`config.mk`:
```
export PLATFORM = sky130hd
export DESIGN_NAME = mlbs_ctrl
export DESIGN_NICKNAME = d
export VERILOG_FILES = /design/src/assert_macros.svh /design/src/mlbs_pkg.sv /design/src/mlbs_ctrl.sv
export SDC_FILE = /design/constraint.sdc
export NUM_CORES = 1
export LEC_CHECK = 0
export BUFFER_PORTS_ARGS = -buffer_cell sky130_fd_sc_hd__buf_2
export CORE_AREA = 2 2 41 43
export CTS_CLUSTER_DIAMETER = 80
export DETAILED_ROUTE_END_ITERATION = 10
export DIE_AREA = 0 0 43 45
export HOLD_SLACK_MARGIN = 0.06
export PLACE_DENSITY_LB_ADDON = 0.12
export SLEW_MARGIN = 10
export SYNTH_ARGS = -nofsm -noshare
export SYNTH_HDL_FRONTEND = slang
export SYNTH_SLANG_ARGS = --single-unit
```
`constraint.sdc`:
```
create_clock -name clk -period 1.7 [get_ports clk]
set_input_delay 0.51 -clock clk [delete_from_list [all_inputs] [get_ports clk]]
set_output_delay 0.51 -clock clk [all_outputs]
set_load 0.005 [all_outputs]
```
`src/assert_macros.svh`:
```
// Assertion helpers used by mlbs_dp.sv.
`ifndef ASSERT_MACROS_SVH
`define ASSERT_MACROS_SVH

// Checks a property at every rising edge of clk while reset is released.
`define MLBS_ASSERT(lbl, prop, msg) \
  lbl: assert property (@(posedge clk) disable iff (!rst_n) prop) else $error(msg);

// Checks that a condition is never true at a rising edge of clk out of reset.
`define MLBS_NEVER(lbl, cond, msg) \
  lbl: assert property (@(posedge clk) disable iff (!rst_n) !(cond)) else $error(msg);

`endif

```
`src/mlbs_pkg.sv`:
```
`timescale 1ns / 1ps
package mlbs_pkg;

  localparam logic [2:0] CMD_SET    = 3'd0;
  localparam logic [2:0] CMD_QUERY  = 3'd1;
  localparam logic [2:0] CMD_FILL   = 3'd2;
  localparam logic [2:0] CMD_COUNT  = 3'd3;
  localparam logic [2:0] CMD_WINDOW = 3'd4;

  localparam logic [3:0] SEL_NONE = 4'd1;
  localparam logic [3:0] SEL_ACT  = 4'd2;
  localparam logic [3:0] SEL_SEL  = 4'd4;
  localparam logic [3:0] SEL_DISP = 4'd8;

  localparam logic [2:0] REG_DEFAULT_TYPES = 3'd0;
  localparam logic [2:0] REG_GRID_WIDTH    = 3'd1;
  localparam logic [2:0] REG_GRID_HEIGHT   = 3'd2;
  localparam logic [2:0] REG_WIN_LEFT      = 3'd3;
  localparam logic [2:0] REG_WIN_RIGHT     = 3'd4;
  localparam logic [2:0] REG_WIN_TOP       = 3'd5;
  localparam logic [2:0] REG_WIN_BOTTOM    = 3'd6;

  localparam logic [14:0] COUNT_MAX = 15'h7FFF;
  localparam logic [3:0]  DIV_STEPS = 4'd12;

  typedef struct packed {
    logic cap;
    logic clr_go;
    logic fill_go;
    logic cnt_go;
    logic set_go;
    logic q_rd;
    logic q_ev;
    logic div_step;
    logic win_init;
    logic win_rd;
    logic win_ev;
    logic res_ld;
  } ctl_t;

  typedef struct packed {
    logic       sweep_last;
    logic       div_done;
    logic       win_empty;
    logic       win_last;
    logic       out_free;
    logic [2:0] cmd;
    logic [3:0] code;
  } sts_t;

  function automatic logic [4:0] popcount16(input logic [15:0] v);
    logic [4:0] n;
    n = '0;
    for (int i = 0; i < 16; i++) begin
      n = n + 5'(v[i]);
    end
    return n;
  endfunction

  function automatic logic cell_hit(input logic [3:0] code, input logic [2:0] bits,
                                    input logic inr);
    logic ok;
    ok = (code != 4'd0);
    if (code[1] && !(inr && bits[0])) ok = 1'b0;
    if (code[2] && !(inr && bits[1])) ok = 1'b0;
    if (code[3] && !(inr && bits[2])) ok = 1'b0;
    if (code[0]) ok = 1'b1;
    return ok;
  endfunction

endpackage

```
`src/mlbs_ctrl.sv`:
```
`timescale 1ns / 1ps
module mlbs_ctrl import mlbs_pkg::*; (
  input  logic clk,
  input  logic rst_n,
  input  logic in_valid,
  output logic in_ready,
  input  sts_t sts,
  output ctl_t ctl
);

  typedef enum logic [3:0] {
    S_CLEAR, S_IDLE, S_DISP, S_SET, S_QRD, S_QEV, S_FILL, S_CNT, S_CNTD,
    S_DIV, S_WINIT, S_WCHK, S_WRD, S_WEV, S_FIN
  } state_t;

  state_t state_r, state_nxt;

  always_comb begin
    ctl = '0;
    state_nxt = state_r;
    unique case (state_r)
      S_CLEAR: begin
        ctl.clr_go = 1'b1;
        if (sts.sweep_last) state_nxt = S_IDLE;
      end
      S_IDLE: begin
        if (in_valid) begin
          ctl.cap = 1'b1;
          state_nxt = S_DISP;
        end
      end
      S_DISP: begin
        priority case (sts.cmd)
          CMD_SET:    state_nxt = S_SET;
          CMD_QUERY:  state_nxt = S_QRD;
          CMD_FILL:   state_nxt = sts.code[0] ? S_FIN : S_FILL;
          CMD_COUNT:  state_nxt = (sts.code == SEL_ACT || sts.code == SEL_SEL ||
                                   sts.code == SEL_DISP) ? S_CNT : S_FIN;
          CMD_WINDOW: state_nxt = S_DIV;
          default:    state_nxt = S_FIN;
        endcase
      end
      S_SET: begin
        ctl.set_go = 1'b1;
        state_nxt = S_FIN;
      end
      S_QRD: begin
        ctl.q_rd = 1'b1;
        state_nxt = S_QEV;
      end
      S_QEV: begin
        ctl.q_ev = 1'b1;
        state_nxt = S_FIN;
      end
      S_FILL: begin
        ctl.fill_go = 1'b1;
        if (sts.sweep_last) state_nxt = S_FIN;
      end
      S_CNT: begin
        ctl.cnt_go = 1'b1;
        if (sts.sweep_last) state_nxt = S_CNTD;
      end
      S_CNTD: state_nxt = S_FIN;
      S_DIV: begin
        if (sts.div_done) state_nxt = S_WINIT;
        else ctl.div_step = 1'b1;
      end
      S_WINIT: begin
        ctl.win_init = 1'b1;
        state_nxt = S_WCHK;
      end
      S_WCHK: state_nxt = sts.win_empty ? S_FIN : S_WRD;
      S_WRD: begin
        ctl.win_rd = 1'b1;
        state_nxt = S_WEV;
      end
      S_WEV: begin
        ctl.win_ev = 1'b1;
        state_nxt = sts.win_last ? S_FIN : S_WRD;
      end
      S_FIN: begin
        if (sts.out_free) begin
          ctl.res_ld = 1'b1;
          state_nxt = S_IDLE;
        end
      end
      default: state_nxt = S_IDLE;
    endcase
  end

  assign in_ready = (state_r == S_IDLE);

  always_ff @(posedge clk) begin
    if (!rst_n) begin
      state_r <= S_CLEAR;
    end else begin
      state_r <= state_nxt;
    end
  end

endmodule

```
Word level (Yosys, flattened, before mapping)
Cells that the tools add are included.

storage, ports and cells
  flip-flop bits (word level) = 4
  bits of input ports = 15
  output and inout port bits = 13

cells by class
  equal/unequal tests = 27
  mux-type cells = 27
  reductions and logical operators = 6

operators by type and width
  cell                number
  $pmux 4 s13         1
  $eq 4x4->1 const B  8
  $mux 4              8
  $eq 4x3->1 const B  5
  $pmux 4 s5          1
  $mux 1              15
  $eq 4x2->1 const B  3
  $ne 2x2->1 const B  6
  $eq 3x2->1 const B  2
  $reduce_and 6->1    1
  $eq 4x1->1 const B  1
  $logic_not 4->1     1
  $mux 2              2
  $eq 3x1->1 const B  1
  $eq 3x3->1 const B  1
  $logic_not 3->1     1
  $reduce_or 3->1     1
  $logic_or 1x1->1    2

Depth between registers and ports, before layout
  depth after elaboration = 6
  gate-level depth with buffers = 7
  gate-level depth less buffers = 5

Least setup slack after synthesis
No wires, ideal clock.

  path type = reg-to-output
  start = reg state_r[3]
  end = out ctl[10] (netlist bit)
  arrival time = 1.154 ns
  required time = 1.190 ns
  setup slack = 0.036 ns
  stages on the path, launching flop included = 4
  path buffers = 1
  path through = dfxtp_1 > buf_4 > or4_2 > inv_1

RTL lines
  element                   line             RTL
  start: declaration        mlbs_ctrl.sv:16  state_t state_r, state_nxt;
  start signal: assignment  mlbs_ctrl.sv:97  state_r <= state_nxt;
  end: declaration          mlbs_ctrl.sv:8   output ctl_t ctl

==> metrics.yaml <==
outcome: "complete, but fails checks"
violations: "setup timing"
syn_inst: 84
dp.cells: 128
start_kind: "flip-flop"
period_minus_slack_ns: 1.76
r2r_start: "state_r[1]"
hold_ws_ns: 0.569
core-area_um2: 1470
die_h_um: 45
clk_latency_ns: 0.24
num_vias: 769
seqPwrFrac_pct: 12.2
top_register: "state_r"
synth_nets: 99
synth_xor_area_share_pct: 3.04
rrSetupSlack_ns: 0.04
ir_drop_mv: 0.904
hold_viol: 0
grt_pass1_vias: 646
final_common_cell: "buf_2"
fin_nets: 143
ys_ff_latch: 4
die-area_um2: 1940
path_class: "reg2out"
min_to: "state_r[2]"
grt_max_degree: 20
largest_register_ffs: 4
maxSlewHeadroom_pct: 79.5
clkPwrFrac_pct: 8.9
worstReg2RegEnd: "state_r[0]"
syn2layout_area_growth_pct: 64.0
port_buffers: 27
crit_fanout: 2
path_buf_inv: 2
drtPass1Iterations: 4
h-tree-depth: 1
synth_warnings: 0
grt_use_total_pct: 17.5
clock_path_buffers: 2
slowest_delay_ns: 0.54
timing.final.ws_setup_ns: -0.0623
die_width_um: 43
critical_path.top_delay_family: "simple AND/OR/NAND/NOR gates"
grt-ovfl-total: 0
internal_power_mw: 0.779
period_share_pct: 104
synth_top_area_share_pct: 13.9
synthAdderAreaFrac_pct: 0
reg2regPathDepth: 7
synth_area_um2: 577
synth_compound_area_share_pct: 23.4
hp-class: "in2reg"
synth_seq_area_share_pct: 13.9
ctsHoldBuffers: 0
clock_sinks: 4
num_rows: 14
synthMuxAreaShare_pct: 5.42
yosysTopAreaCell: "dfxtp_1"
grt_pass1_wl_um: 2640
netlist_top_cells_area: "dfxtp_1 14%, nor3_1 7.8%, nand2_1 5.9%"
cp_cell_sequence: "or4_4 -> inv_2 -> buf_2"
slew_violations: 0
maxCapViolCount: 0
root_buffer: "clkbuf_4"
p_per_area_nw_per_um2: 1450
hold_depth: 2
start_util_pct: 39.2
routedWlPerCell_um: 12.5
place_ws_ns: 0.00494
drt_iter0_markers: 16
cp.arrival_ns: 1.25
drc: 0
fmax_mhz: 567
top_regs: "state_r (4)"
end_kind: "primary output"
diodes: 0
setup_viol: 2
synth_top_family_by_area: "simple AND/OR/NAND/NOR gates"
wl_um: 1770
drive_above_1_share_pct: 58.7
fin_cells: 142
io_pins: 28
final_antenna_net_count: 0
cts.reportedPaths.clkPinSlew_ns: 0.04
path_depth: 3
cts_made_buffers: 3
p_comb_share_pct: 78.9
antenna_found_initial: 0
min_from: "rst_n"
tightest_slew_ns: 0.303
place_hpwl_um: 1170
p_switching_mw: 0.593
cts_tree: "done"
power.leakage_nw: 0.451
syn_avg_cell_area_um2: 6.87
final_cell_mix: "27 x buf_2, 12 x buf_4, 7 x nor2_1, 7 x nand2_1"
skew_ns: 0.00422
cpMaxStageDelayCell: "or4_4"
rsz0062_at_grt: "true"
worstPathRequired_ns: 1.19
synthSimpleGateAreaFrac_pct: 40.6
gp_congestion: 0.736
switching_share_pct: 43.2
synth.distinct_cells: 37
vias_per_cell: 5.42
how the worst max path moves through the flow:
stage	startpoint	to
3_3_place_gp	in_valid	state_r[1]
5_1_grt	state_r[1]	ctl[10]
6_report	state_r[1]	ctl[10]
3_5_place_dp	in_valid	state_r[0]
4_1_cts	state_r[3]	ctl[10]
2_1_floorplan	state_r[3]	ctl[10]
per-stage QoR:
step	util [%]	setup TNS [ns]	area [µm²]	total power, mW
after floorplan	-	0	577	0.736
after global placement	49.7	0	732	0.945
after detailed placement	49.7	0	732	0.940
after CTS	56.7	-0.168	835	1.24
after global routing	64.3	-0.141	946	1.47
final	64.3	-0.0624	946	1.37
cells in the mapped netlist, drive strengths merged:
| cell type | number |
|---|---|
| nor2 | 9 |
| o21ai | 5 |
| o32ai | 1 |
| inv | 7 |
| dfxtp | 4 |
| o2bb2ai | 1 |
| o41a | 1 |
| nand2 | 10 |
| nand2b | 5 |
| and2 | 1 |
| o22ai | 1 |
| nor3 | 10 |
| o221a | 1 |
| nand3b | 1 |
| a21oi | 3 |
| xor2 | 1 |
| nand3 | 1 |
| buf | 5 |
| nor4 | 2 |
| o31a | 1 |
| o311ai | 1 |
| o221ai | 1 |
| o211ai | 1 |
| or4 | 2 |
| mux2 | 1 |
| a211o | 1 |
| mux2i | 2 |
| xnor2 | 1 |
| nand4 | 3 |
| clkbuf | 1 |
power by group through the flow:
stage	Sequential, mW	Clock, mW	Combinational (mW)
6_report	0.167	0.123	1.08
5_1_grt	0.168	0.133	1.17
4_1_cts	0.158	0.126	0.953
3_5_place_dp	0.150	0	0.789
3_3_place_gp	0.150	0	0.794
2_1_floorplan	0.156	0	0.580
routing by layer:
metal / wire, µm / vias to the layer above / track usage (%) / part of all wire, %
met2: 894 / 24 / 33.3 / 50
met4: 17 / 0 / 3.64 / 0.96
met5: 0 / - / 0 / 0
li1: - / 395 / - / -
met3: 85 / 2 / 3.60 / 4.8
met1: 776 / 348 / 20.4 / 44
final cells by class:
cell class | instances | area [µm²]
fillers | 133 | 526
repair buffers | 45 | 297
well taps | 16 | 20.0
multi-input cells | 67 | 497
clock buffers | 3 | 22.5
flip-flops and latches | 4 | 83.8
inverters | 7 | 26.3
worst reg2reg max path: stages, from the launching register on:
cell and delay (ns):
dfxtp_2 0.34, buf_6 0.11, buf_4 0.12, inv_2 0.05, or4_4 0.53, o41a_4 0.14, nand2_4 0.09, mux2i_1 0.20
repair_timing:
| item | in CTS | in global routing |
|---|---|---|
| buffers inserted | 6 | 5 |
| cloned | 0 | 0 |
| resized for setup | 10 | 18 |
| pin swaps | 3 | 4 |
| endpoints found under the setup margin | 10 | 15 |
cells by family after synthesis:
group	count (synthesis)
flip-flops	4
AND/OR/NAND/NOR	44
XOR/XNOR	2
AO/OA/AOI/OAI	18
multiplexers	3
buffers and inverters	13
Power figures use the tool's default switching activity.
